--- src/design/sha224_pkg.sv ---
`timescale 1ns / 1ps
// ----------------------------------------------------------------------------
// sha224_pkg
// shared constants, command/status types and a rotate helper
// ----------------------------------------------------------------------------
package sha224_pkg;

    localparam int unsigned WordW    = 32;
    localparam int unsigned BlkWords = 16;
    localparam int unsigned Rounds   = 64;
    localparam int unsigned DigWords = 7;

    typedef logic [WordW-1:0] t_word;

    localparam t_word InitValue [8] = '{
        32'hc1059ed8, 32'h367cd507, 32'h3070dd17, 32'hf70e5939,
        32'hffc00b31, 32'h68581511, 32'h64f98fa7, 32'hbefa4fa4
    };

    localparam t_word PadByte = 32'h8000_0000;

    localparam t_word RoundK [64] = '{
        32'h428a2f98, 32'h71374491, 32'hb5c0fbcf, 32'he9b5dba5,
        32'h3956c25b, 32'h59f111f1, 32'h923f82a4, 32'hab1c5ed5,
        32'hd807aa98, 32'h12835b01, 32'h243185be, 32'h550c7dc3,
        32'h72be5d74, 32'h80deb1fe, 32'h9bdc06a7, 32'hc19bf174,
        32'he49b69c1, 32'hefbe4786, 32'h0fc19dc6, 32'h240ca1cc,
        32'h2de92c6f, 32'h4a7484aa, 32'h5cb0a9dc, 32'h76f988da,
        32'h983e5152, 32'ha831c66d, 32'hb00327c8, 32'hbf597fc7,
        32'hc6e00bf3, 32'hd5a79147, 32'h06ca6351, 32'h14292967,
        32'h27b70a85, 32'h2e1b2138, 32'h4d2c6dfc, 32'h53380d13,
        32'h650a7354, 32'h766a0abb, 32'h81c2c92e, 32'h92722c85,
        32'ha2bfe8a1, 32'ha81a664b, 32'hc24b8b70, 32'hc76c51a3,
        32'hd192e819, 32'hd6990624, 32'hf40e3585, 32'h106aa070,
        32'h19a4c116, 32'h1e376c08, 32'h2748774c, 32'h34b0bcb5,
        32'h391c0cb3, 32'h4ed8aa4a, 32'h5b9cca4f, 32'h682e6ff3,
        32'h748f82ee, 32'h78a5636f, 32'h84c87814, 32'h8cc70208,
        32'h90befffa, 32'ha4506ceb, 32'hbef9a3f7, 32'hc67178f2
    };

    // buffer write source chosen by the controller
    typedef enum logic [2:0] {
        BUF_NONE,
        BUF_WORD,     // full message word
        BUF_PARTIAL,  // masked word with pad byte
        BUF_PAD,      // pad byte alone
        BUF_ZERO,
        BUF_LEN_HI,
        BUF_LEN_LO
    } t_buf_src;

    typedef struct packed {
        t_buf_src   buf_src;
        logic [3:0] buf_addr;
        logic       len_add;     // add byte count to bit length
        logic       comp_start;  // load working vars and schedule
        logic       round_en;
        logic [5:0] round_idx;
        logic       chain_add;
        logic       chain_init;  // back to initial values, length cleared
        logic       out_load;
        logic [2:0] out_idx;
    } t_cmd;

    typedef struct packed {
        logic out_full;
    } t_stat;

    function automatic t_word rotr(t_word x, int unsigned n);
        return (x >> n) | (x << (WordW - n));
    endfunction

endpackage

--- src/design/sha224_datapath.sv ---
`timescale 1ns / 1ps
// ----------------------------------------------------------------------------
// sha224_datapath
// block buffer, message schedule, round unit, chain value and output register
// ----------------------------------------------------------------------------
module sha224_datapath (
    input  logic                  i_clk,
    input  logic                  i_rst_n,
    input  sha224_pkg::t_cmd      i_cmd,
    input  logic [31:0]           i_message_word,
    input  logic [2:0]            i_nb,
    output sha224_pkg::t_stat     o_stat,
    input  logic                  i_out_ready,
    output logic                  o_out_valid,
    output logic [31:0]           o_digest_word,
    output logic [2:0]            o_word_index,
    output logic                  o_last_digest_word
);
    import sha224_pkg::*;

    t_word      r_buf [BlkWords];
    t_word      r_w   [BlkWords];
    t_word      r_v   [8];
    t_word      r_chain [8];
    logic [63:0] r_len;
    logic       r_out_valid;
    t_word      r_out_word;
    logic [2:0] r_out_idx;

    t_word n_bufw;
    t_word keep;
    t_word w_cur, w15, w2, s0, s1, t1, t2;
    logic [3:0] nr;

    always_comb begin
        keep = '0;
        unique case (i_nb)
            3'd1:    keep = 32'hff00_0000;
            3'd2:    keep = 32'hffff_0000;
            3'd3:    keep = 32'hffff_ff00;
            default: keep = '0;
        endcase
        n_bufw = '0;
        unique case (i_cmd.buf_src)
            BUF_WORD:    n_bufw = i_message_word;
            BUF_PARTIAL: n_bufw = (i_message_word & keep) | (PadByte >> {i_nb, 3'b000});
            BUF_PAD:     n_bufw = PadByte;
            BUF_LEN_HI:  n_bufw = r_len[63:32];
            BUF_LEN_LO:  n_bufw = r_len[31:0];
            default:     n_bufw = '0;
        endcase
    end

    always_ff @(posedge i_clk) begin
        if (i_cmd.buf_src != BUF_NONE) begin
            r_buf[i_cmd.buf_addr] <= n_bufw;
        end
    end

    // schedule and round
    always_comb begin
        nr  = i_cmd.round_idx[3:0];
        w15 = r_w[nr + 4'd1];
        w2  = r_w[nr + 4'd14];
        s0  = rotr(w15, 7) ^ rotr(w15, 18) ^ (w15 >> 3);
        s1  = rotr(w2, 17) ^ rotr(w2, 19) ^ (w2 >> 10);
        if (i_cmd.round_idx < 6'd16) begin
            w_cur = r_w[nr];
        end else begin
            w_cur = s0 + r_w[nr] + s1 + r_w[nr + 4'd9];
        end
        t1 = r_v[7] + (rotr(r_v[4], 6) ^ rotr(r_v[4], 11) ^ rotr(r_v[4], 25))
           + ((r_v[4] & r_v[5]) ^ (~r_v[4] & r_v[6])) + RoundK[i_cmd.round_idx] + w_cur;
        t2 = (rotr(r_v[0], 2) ^ rotr(r_v[0], 13) ^ rotr(r_v[0], 22))
           + ((r_v[0] & r_v[1]) ^ (r_v[0] & r_v[2]) ^ (r_v[1] & r_v[2]));
    end

    always_ff @(posedge i_clk) begin
        if (i_cmd.comp_start) begin
            r_w <= r_buf;
            r_v <= r_chain;
        end else if (i_cmd.round_en) begin
            r_w[nr] <= w_cur;
            r_v[0] <= t1 + t2;
            r_v[1] <= r_v[0];
            r_v[2] <= r_v[1];
            r_v[3] <= r_v[2];
            r_v[4] <= r_v[3] + t1;
            r_v[5] <= r_v[4];
            r_v[6] <= r_v[5];
            r_v[7] <= r_v[6];
        end
    end

    always_ff @(posedge i_clk) begin
        if (!i_rst_n) begin
            r_chain <= InitValue;
            r_len   <= '0;
        end else begin
            if (i_cmd.chain_init) begin
                r_chain <= InitValue;
                r_len   <= '0;
            end else begin
                if (i_cmd.chain_add) begin
                    for (int i = 0; i < 8; i++) begin
                        r_chain[i] <= r_chain[i] + r_v[i];
                    end
                end
                if (i_cmd.len_add) begin
                    r_len <= r_len + {58'd0, i_nb, 3'b000};
                end
            end
        end
    end

    always_ff @(posedge i_clk) begin
        if (!i_rst_n) begin
            r_out_valid <= 1'b0;
        end else if (i_cmd.out_load) begin
            r_out_valid <= 1'b1;
        end else if (i_out_ready) begin
            r_out_valid <= 1'b0;
        end
        if (i_cmd.out_load) begin
            r_out_word <= r_chain[i_cmd.out_idx];
            r_out_idx  <= i_cmd.out_idx;
        end
    end

    assign o_stat.out_full     = r_out_valid && !i_out_ready;
    assign o_out_valid         = r_out_valid;
    assign o_digest_word       = r_out_word;
    assign o_word_index        = r_out_idx;
    assign o_last_digest_word  = (r_out_idx == 3'(DigWords - 1));

    a_load_free: assert property (@(posedge i_clk) disable iff (!i_rst_n)
        i_cmd.out_load |-> !(r_out_valid && !i_out_ready))
        else $error("output register overwritten");
    a_no_mix: assert property (@(posedge i_clk) disable iff (!i_rst_n)
        !(i_cmd.round_en && i_cmd.comp_start))
        else $error("round during schedule load");
    a_init_quiet: assert property (@(posedge i_clk) disable iff (!i_rst_n)
        i_cmd.chain_init |-> !i_cmd.chain_add && !i_cmd.len_add)
        else $error("chain init clashes");

endmodule

--- src/design/sha224_ctrl.sv ---
`timescale 1ns / 1ps
// ----------------------------------------------------------------------------
// sha224_ctrl
// sequencer for word intake, padding, compression rounds and digest output
// ----------------------------------------------------------------------------
module sha224_ctrl (
    input  logic                  i_clk,
    input  logic                  i_rst_n,
    input  logic                  i_in_valid,
    output logic                  o_in_ready,
    input  logic [2:0]            i_valid_bytes,
    input  logic                  i_final_word,
    output logic [2:0]            o_nb,
    input  sha224_pkg::t_stat     i_stat,
    output sha224_pkg::t_cmd      o_cmd
);
    import sha224_pkg::*;

    typedef enum logic [2:0] {
        S_IDLE, S_START, S_ROUND, S_ADD, S_FILL, S_OUT
    } t_state;

    t_state     r_state;
    logic [3:0] r_pos;
    logic [5:0] r_round;
    logic [3:0] r_fill;
    logic [2:0] r_oidx;
    logic       r_fin;    // padding in progress
    logic       r_pad;    // pad byte still owed
    logic       r_last;   // this compression carries the length

    logic       acc;
    logic [2:0] nb;

    assign o_in_ready = (r_state == S_IDLE);
    assign acc        = i_in_valid && o_in_ready;
    assign nb = (!i_final_word || i_valid_bytes > 3'd4) ? 3'd4 : i_valid_bytes;
    assign o_nb = nb;

    always_comb begin
        o_cmd            = '0;
        o_cmd.buf_src    = BUF_NONE;
        o_cmd.buf_addr   = r_pos;
        o_cmd.round_idx  = r_round;
        o_cmd.out_idx    = r_oidx;
        unique case (r_state)
            S_IDLE: begin
                if (acc) begin
                    o_cmd.len_add = 1'b1;
                    o_cmd.buf_src = (nb == 3'd4) ? BUF_WORD : BUF_PARTIAL;
                end
            end
            S_START: o_cmd.comp_start = 1'b1;
            S_ROUND: o_cmd.round_en = 1'b1;
            S_ADD:   o_cmd.chain_add = 1'b1;
            S_FILL: begin
                o_cmd.buf_addr = r_fill;
                if (r_pad) begin
                    o_cmd.buf_src = BUF_PAD;
                end else if (r_fill == 4'd14 && r_last) begin
                    o_cmd.buf_src = BUF_LEN_HI;
                end else if (r_fill == 4'd15 && r_last) begin
                    o_cmd.buf_src = BUF_LEN_LO;
                end else begin
                    o_cmd.buf_src = BUF_ZERO;
                end
            end
            S_OUT: begin
                if (!i_stat.out_full) begin
                    o_cmd.out_load = 1'b1;
                    if (r_oidx == 3'(DigWords - 1)) begin
                        o_cmd.chain_init = 1'b1;
                    end
                end
            end
            default: ;
        endcase
    end

    always_ff @(posedge i_clk) begin
        if (!i_rst_n) begin
            r_state <= S_IDLE;
            r_pos   <= '0;
            r_round <= '0;
            r_fill  <= '0;
            r_oidx  <= '0;
            r_fin   <= 1'b0;
            r_pad   <= 1'b0;
            r_last  <= 1'b0;
        end else begin
            unique case (r_state)
                S_IDLE: begin
                    if (acc) begin
                        if (!i_final_word) begin
                            r_pos <= r_pos + 4'd1;
                            if (r_pos == 4'd15) begin
                                r_state <= S_START;
                            end
                        end else begin
                            r_fin <= 1'b1;
                            if (nb == 3'd4) begin
                                r_pad <= 1'b1;
                                if (r_pos == 4'd15) begin
                                    r_last  <= 1'b0;
                                    r_state <= S_START;
                                end else begin
                                    r_fill  <= r_pos + 4'd1;
                                    r_last  <= (r_pos < 4'd13);
                                    r_state <= S_FILL;
                                end
                            end else if (r_pos == 4'd15) begin
                                r_last  <= 1'b0;
                                r_state <= S_START;
                            end else begin
                                r_fill  <= r_pos + 4'd1;
                                r_last  <= (r_pos < 4'd14);
                                r_state <= S_FILL;
                            end
                        end
                    end
                end
                S_FILL: begin
                    r_pad  <= 1'b0;
                    r_fill <= r_fill + 4'd1;
                    if (r_fill == 4'd15) begin
                        r_state <= S_START;
                    end
                end
                S_START: begin
                    r_round <= '0;
                    r_state <= S_ROUND;
                end
                S_ROUND: begin
                    r_round <= r_round + 6'd1;
                    if (r_round == 6'(Rounds - 1)) begin
                        r_state <= S_ADD;
                    end
                end
                S_ADD: begin
                    r_pos <= '0;
                    if (!r_fin) begin
                        r_state <= S_IDLE;
                    end else if (r_last) begin
                        r_oidx  <= '0;
                        r_state <= S_OUT;
                    end else begin
                        r_fill  <= '0;
                        r_last  <= 1'b1;
                        r_state <= S_FILL;
                    end
                end
                S_OUT: begin
                    if (!i_stat.out_full) begin
                        r_oidx <= r_oidx + 3'd1;
                        if (r_oidx == 3'(DigWords - 1)) begin
                            r_fin   <= 1'b0;
                            r_last  <= 1'b0;
                            r_state <= S_IDLE;
                        end
                    end
                end
                default: r_state <= S_IDLE;
            endcase
        end
    end

    a_round_range: assert property (@(posedge i_clk) disable iff (!i_rst_n)
        (r_state == S_ROUND) && (r_round == 6'(Rounds - 1)) |=> r_state == S_ADD)
        else $error("round count overrun");
    a_pad_fill: assert property (@(posedge i_clk) disable iff (!i_rst_n)
        r_pad |-> r_fin)
        else $error("pad owed outside final");
    a_out_fin: assert property (@(posedge i_clk) disable iff (!i_rst_n)
        (r_state == S_OUT) |-> r_fin && r_last)
        else $error("digest without length block");

endmodule

--- src/design/sha224_digest_engine_core.sv ---
`timescale 1ns / 1ps
// ----------------------------------------------------------------------------
// sha224_digest_engine_core
// sha-224 hash of a word stream, digest given as seven beats
// a non-final word is written to the block buffer; a full block then runs a compression
// final word: pad, zero and length fill, then one or two compressions (start, rounds, add)
// words are not taken while a block is compressed by the one-round-per-cycle unit
// reset: synchronous active low, chain to initial values, length and pointer cleared
// ----------------------------------------------------------------------------
module sha224_digest_engine_core (
    input  logic        i_clk,
    input  logic        i_rst_n,
    input  logic        i_valid,
    output logic        o_ready,
    input  logic [31:0] i_message_word,
    input  logic [2:0]  i_valid_bytes,
    input  logic        i_final_word,
    output logic        o_valid,
    input  logic        i_ready,
    output logic [31:0] o_digest_word,
    output logic [2:0]  o_word_index,
    output logic        o_last_digest_word
);
    import sha224_pkg::*;

    t_cmd       cmd;
    t_stat      stat;
    logic [2:0] nb;

    sha224_ctrl u_ctrl (
        .i_clk         (i_clk),
        .i_rst_n       (i_rst_n),
        .i_in_valid    (i_valid),
        .o_in_ready    (o_ready),
        .i_valid_bytes (i_valid_bytes),
        .i_final_word  (i_final_word),
        .o_nb          (nb),
        .i_stat        (stat),
        .o_cmd         (cmd)
    );

    sha224_datapath u_dp (
        .i_clk              (i_clk),
        .i_rst_n            (i_rst_n),
        .i_cmd              (cmd),
        .i_message_word     (i_message_word),
        .i_nb               (nb),
        .o_stat             (stat),
        .i_out_ready        (i_ready),
        .o_out_valid        (o_valid),
        .o_digest_word      (o_digest_word),
        .o_word_index       (o_word_index),
        .o_last_digest_word (o_last_digest_word)
    );

endmodule
--- config.mk ---
export PLATFORM = sky130hd
export DESIGN_NAME = sha224_digest_engine_core
export DESIGN_NICKNAME = d
export VERILOG_FILES = /design/src/design/sha224_pkg.sv /design/src/design/sha224_datapath.sv /design/src/design/sha224_ctrl.sv /design/src/design/sha224_digest_engine_core.sv
export SDC_FILE = /design/constraint.sdc
export NUM_CORES = 2
export LEC_CHECK = 0
export BUFFER_PORTS_ARGS = -buffer_cell sky130_fd_sc_hd__buf_4
export CAP_MARGIN = 20
export CELL_PAD_IN_SITES_DETAIL_PLACEMENT = 0
export CELL_PAD_IN_SITES_GLOBAL_PLACEMENT = 1
export CORE_ASPECT_RATIO = 1.75
export CORE_MARGIN = 5
export CORE_UTILIZATION = 50
export DETAILED_ROUTE_END_ITERATION = 10
export PLACE_DENSITY = 0.75
export RECOVER_POWER = 25
export SLEW_MARGIN = 20
export SYNTH_ARGS = -nofsm -noshare
export SYNTH_HDL_FRONTEND = slang
export SYNTH_SLANG_ARGS = --single-unit
--- constraint.sdc ---
create_clock -name i_clk -period 16.61 [get_ports i_clk]
set_input_delay 2.4915 -clock i_clk [delete_from_list [all_inputs] [get_ports i_clk]]
set_output_delay 2.4915 -clock i_clk [all_outputs]
set_load 0.02 [all_outputs]
# Word level (Yosys, flattened, before mapping)
# Memories as Yosys holds them, arrays and structs flattened.
# Cells that the tools add are included.
[totals] regBits=1659 mem_bits_ro=2048 inputBits=40 out_inout_bits=38 word_cells=288 mem_count=1
[memory_table] name="(name not given)" depth=64 word_bits=32 rd=1 rd_ports_with_merged_regs=0 wr=0 line="sha224_datapath.sv:73" text="+ ((r_v[4] & r_v[5]) ^ (~r_v[4] & r_v[6])) + RoundK[i_cmd.round_idx] + w_cur;"
[classes] n_addsub=26 order_cmp=13 n_eq_ne=33 n_shift=1 mux=89 bitwise=37 n_reduce_logical=28
[ops] op="bitwise mux 512 bit" n=2
[ops] op="two-way mux 512 bit" n=2
[ops] op="adder 32 bit" n=18
[ops] op="binary-select mux 32 bit (select 4 bit)" n=4
[ops] op="two-way mux 256 bit" n=2
[ops] op="two-way mux 32 bit" n=15
[ops] op="bitwise XOR 32 bit" n=9
[ops] op="demux 32 bit (select 4 bit)" n=2
[ops] op="bitwise AND 32 bit" n=6
[ops] op="one-hot mux 32 bit (5 select lines)" n=1
[ops] op="binary-select mux 32 bit (select 3 bit)" n=1
[ops] op="one-hot mux 32 bit (3 select lines)" n=1
[ops] op="adder 64 x 6 -> 64 bit" n=1
[ops] op="two-way mux 3 bit" n=15
[ops] op="two-way mux 4 bit" n=8
[ops] op="inverter 32 bit" n=1
[ops] op="bitwise OR 10 x 32 -> 32 bit" n=1
[ops] op="bitwise OR 13 x 32 -> 32 bit" n=1
[ops] op="bitwise OR 14 x 32 -> 32 bit" n=1
[ops] op="bitwise OR 15 x 32 -> 32 bit" n=1
[ops] op="bitwise OR 19 x 32 -> 32 bit" n=1
[ops] op="bitwise OR 21 x 32 -> 32 bit" n=1
[ops] op="bitwise OR 25 x 32 -> 32 bit" n=1
[ops] op="bitwise OR 26 x 32 -> 32 bit" n=1
[ops] op="49 further kinds" n=131

# Depth between registers and ports, before layout
[logic_depth] ltp_word=16 mapped_depth=59 ltp_nobuf=53

# By module
# Synthesis repeated with hierarchy kept, for this count alone.
[unflattened] hier_cells=9081 hier_area_um2=103717.0
[by_module_without_submodules] mod="sha224_datapath" n_inst=1 cells_each=8893 area_each_um2=102254.3 seq_area_each_um2=45854.0
[by_module_without_submodules] mod="sha224_ctrl" n_inst=1 cells_each=188 area_each_um2=1462.7 seq_area_each_um2=460.4

# Worst setup path after synthesis
# No wires, ideal clock.
[synth_timing] kind="reg-to-reg" start="register u_ctrl.r_round[2]" end="register u_dp.r_v[253] (netlist name), data pin" setup_ns=0.270 arrival_ns=13.342 required_ns=16.340 setup_slack_ns=2.998 stages_incl_launch_ff=56 n_path_buf=10 period_less_slack_ns=13.612 cell_sequence="dfxtp_1 -> buf_2 -> buf_1 -> inv_1 -> clkbuf_1 -> clkbuf_1 -> ha_1 -> buf_2 -> buf_6 -> buf_1 -> clkbuf_1 -> clkbuf_1 -> mux4_2 -> inv_1 -> fa_1 -> fa_1 -> inv_1 -> ha_1 -> [... 20 more ...] -> nor3_1 -> nor2_1 -> a21oi_1 -> o21bai_1 -> xor2_1 -> fa_1 -> ha_1 -> a2111oi_0 -> o21ai_0 -> o21a_1 -> a41o_1 -> a31o_2 -> a221o_1 -> a21oi_1 -> o21bai_1 -> a21oi_1 -> xor2_1 -> a21oi_1"
[synth_via] elab_chain_len=16 word_cells_on_any_way=41 cone_classes="9 x add/sub; 1 x order compare; 17 x mux; 13 x bitwise; 1 x memory"
[synth_rtl] element="from (decl)" line="sha224_ctrl.sv:25" text="logic [5:0] r_round;"
[synth_rtl] element="from (signal assigned)" line="sha224_ctrl.sv:134" text="r_round <= r_round + 6'd1;"
[synth_rtl] element="adder 4 x 1 -> 4 bit" line="sha224_datapath.sv:63" text="w15 = r_w[nr + 4'd1];"
[synth_rtl] element="inverter 4 -> 5 bit (implied by the code)" line="sha224_datapath.sv:63"
[synth_rtl] element="binary-select mux 32 bit (select 4 bit)" line="sha224_datapath.sv:63"
[synth_rtl] element="two-way mux 32 bit (implied by the code) (2 in series)" line="sha224_datapath.sv:63"
[synth_rtl] element="bitwise OR 25 x 32 -> 32 bit or bitwise OR 14 x 32 -> 32 bit (tied branches)" line="sha224_pkg.sv:70" text="return (x >> n) | (x << (WordW - n));"
[synth_rtl] element="bitwise XOR 32 bit" line="sha224_datapath.sv:65" text="s0 = rotr(w15, 7) ^ rotr(w15, 18) ^ (w15 >> 3);"
[synth_rtl] element="bitwise XOR 32 x 29 -> 32 bit" line="sha224_datapath.sv:65"
[synth_rtl] element="adder 32 bit (3 in series)" line="sha224_datapath.sv:70" text="w_cur = s0 + r_w[nr] + s1 + r_w[nr + 4'd9];"
[synth_rtl] element="two-way mux 32 bit" line="sha224_datapath.sv:67" text="if (i_cmd.round_idx < 6'd16) begin"
[synth_rtl] element="adder 32 bit *" line="sha224_datapath.sv:73"
[synth_rtl] element="adder 32 bit *" line="sha224_datapath.sv:84" text="r_v[0] <= t1 + t2;"
[synth_rtl] element="two-way mux 256 bit *" line="sha224_datapath.sv:82" text="end else if (i_cmd.round_en) begin"
[synth_rtl] element="two-way mux 256 bit *" line="sha224_datapath.sv:79" text="if (i_cmd.comp_start) begin"
[synth_rtl] element="to (signal assigned)" line="sha224_datapath.sv:81" text="r_v <= r_chain;"
[synth_rtl] element="to (decl)" line="sha224_datapath.sv:23" text="t_word r_v [8];"
# Every way passes the cells marked *; elsewhere a longest branch is shown, timed or not. The select of a mux whose other input is x is not followed.
# A chain may end at the register's enable or synchronous reset.

# Final worst setup path
[layout_timing] start="register u_ctrl.r_round[2]" end="register u_dp.r_v[254] (netlist name), data pin"
# Same word-level chain as after synthesis.

==> results.yml <==
status:
  status: "finished, violations left"
  violations: "capacitance limit, slew limit"
logic_synthesis:
  synth_top_area_cell: "edfxtp_1"
  syn_area_mm2: 0.1031
  async_reset_ff_share_pct: 0
  synth_seq_area_share_pct: 44.93
  avgSynthCellArea_um2: 10.96
  ys_ff_latch: 1656
  synthTopCellsByCount: "nand2_1, edfxtp_1, o21ai_0, mux4_2, a21oi_1"
  synthCells: 9406
  syn_nets: 10040
  synth_enable_flop_cells: 1315
  yosysWarnings: 0
  synth_cell_type_count: 89
  synth_top_area_share_pct: 38.31
  synthTopCellsByArea: "edfxtp_1, mux4_2, dfxtp_1"
  yosysMostFrequentCell: "nand2_1"
  synth_ff_type: "edfxtp_1"
sta:
  clock_skew_ps: 86.15
  setup_viol: 0
  rsz0062_at_grt: "false"
  slew_headroom_pct: -335.2
  min_period_ps: 14990
  hold_viol: 0
  fin_crit_sh_pct: 90.23
  setup_tns_ps: 0
  tightest_slew_ps: 6528
  drv_slew: 1241
  timing.fmax_mhz: 66.72
  final.setup.worst_slack_ps: 1623
detailed_routing:
  vias: 80070
  drtIter0Drc: 9235
  wirelength_um: 420900
  drc: 0
  drtAntennaViolNets: 0
  wl_per_cell_um: 34.73
  avgViaCountPerCell: 6.608
  drt_pass1_iterations: 7
setup_path:
  start_kind: "flip-flop"
  path_max_fanout: 75
  critPathBufInv: 5
  required_ps: 16930
  cp_common_cell: "fa_1"
  worst-endpoint-arrival_ps: 15310
  cpPeakStageDelay_ps: 2330
  cpMaxStageDelayCell: "clkbuf_1"
  rrSetupSlack_ps: 1620
  end_kind: "flip-flop"
  critical_path_class: "flip-flop to flip-flop"
  cp_top_family: "compound AO/OA/AOI/OAI gates"
final_layout:
  area_growth_pct: 8.705
  finalInstanceArea_mm2: 0.1121
  drive_gt1_share_pct: 12.35
  finalNetCount: 9936
  finalNonFillerCells: 12120
  filler_cell_count: 17980
floorplanning:
  coreArea_mm2: 0.2053
  die_area_mm2: 0.2157
  rows: 220
  start_util_pct: 50.20
  ios: 78
  die_width_um: 353.2
  die_h_um: 610.7
placed_design:
  place_hpwl_um: 298600
  placed_cells: 11790
  place_area_mm2: 0.1070
  io_buffers: 77
  dp_slack_ps: 2329
  place_congestion: 0.9943
clocking:
  cts_buffers: 170
  clock_path_buffers: 4
  path_clk_slew_ps: 70
  cts_tree: "done"
  clkSinkCount: 1656
  insertion_delay_ps: 870
  cts_setup_buffers: 0
  hold_buffers: 0
  cts_root_buffer: "clkbuf_16"
  cts_max_level: 4
  cts.repair.resized: 0
global_route:
  antenna_found_initial: 18
  grtUsageTotal_pct: 38.10
  first_global_vias: 79730
  grt_overflow: 0
  grt_pass1_wl_um: 584600
  grt_max_degree: 188
flow_run:
  maxCapViolations: 29
min_path:
  hold_class: "flip-flop to flip-flop"
-- cells by family after synthesis --
| group | synth area share [%] |
|---|---|
| DFF | 44.93 |
| muxes | 13.37 |
| adders and majority gates | 8.846 |
| and+or+nand+nor | 10.71 |
| AOI/OAI and AO/OA | 13.01 |
| buffers and inverters | 3.910 |
| xor gates and xnor gates | 5.219 |
-- stage by stage --
step | util, % | hold slack, ps
4_1_cts | 54.63 | 469.9
2_1_floorplan | - | 406.4
5_1_grt | 54.54 | 490.5
6_report | 54.57 | 478.1
3_5_place_dp | 52.11 | 480.2
3_3_place_gp | 52.08 | 469.6
-- cell type report --
| type | count | area (um2) | share of cell area, % |
|---|---|---|---|
| timing repair buffer | 290 | 2255 | 2.012 |
| clock inverter | 78 | 570.5 | 0.5092 |
| inverter | 485 | 1824 | 1.628 |
| clock buffer | 217 | 4593 | 4.099 |
| tap | 2664 | 3333 | 2.975 |
| sequential | 1656 | 46330 | 41.35 |
| antenna | 30 | 75.07 | 0.06700 |
| multi-input combinational | 6697 | 53070 | 47.36 |
-- layer usage --
layer / share of wire [%] / global-route usage [%]
met1: 30 / 37.78
met2: 50 / 66.59
met3: 7.8 / 6.697
met4: 12 / 36.89
met5: 0.011 / 0
-- path summary, 6_finish.rpt --
path	from	end	depth (start not counted)
worst max register to register	u_ctrl.r_round[2]	u_dp.r_v[254]	33
worst min register to register	u_dp.r_buf[380]	u_dp.r_w[380]	2
worst min-delay path	u_dp.r_buf[380]	u_dp.r_w[380]	2
worst max-delay path	u_ctrl.r_round[2]	u_dp.r_v[254]	33
-- placed cells by master, fill, tap and decap left out, types with 335 or more instances in the layout --
cell type and n:
inv_1 481, a21oi_1 527, mux4_2 546, xnor2_1 349, nand2_1 1625, edfxtp_1 1315, ha_1 396, dfxtp_1 335
o21ai_0 754, nor2_1 429
-- flip-flops by register name, indices dropped and copies added, names as in the netlist, 4 cells and up --
register / flops
u_dp.r_v: 256
u_dp.r_len: 61
u_dp.r_w: 512
u_dp.o_digest_word: 32
u_dp.r_buf: 512
u_ctrl.r_round: 6
u_ctrl.r_fill: 4
u_ctrl.r_pos: 4
u_dp.r_chain: 256
-- worst min-delay path, delay by kind of cell (launching register included) --
family	cells	cell delay, ps
AO/OA/AOI/OAI	1	60
AND/OR/NAND/NOR	1	40
flip-flops	1	310
Power is not shown: default switching activity piles up to over one toggle a cycle in this logic, so the estimate is an artifact.
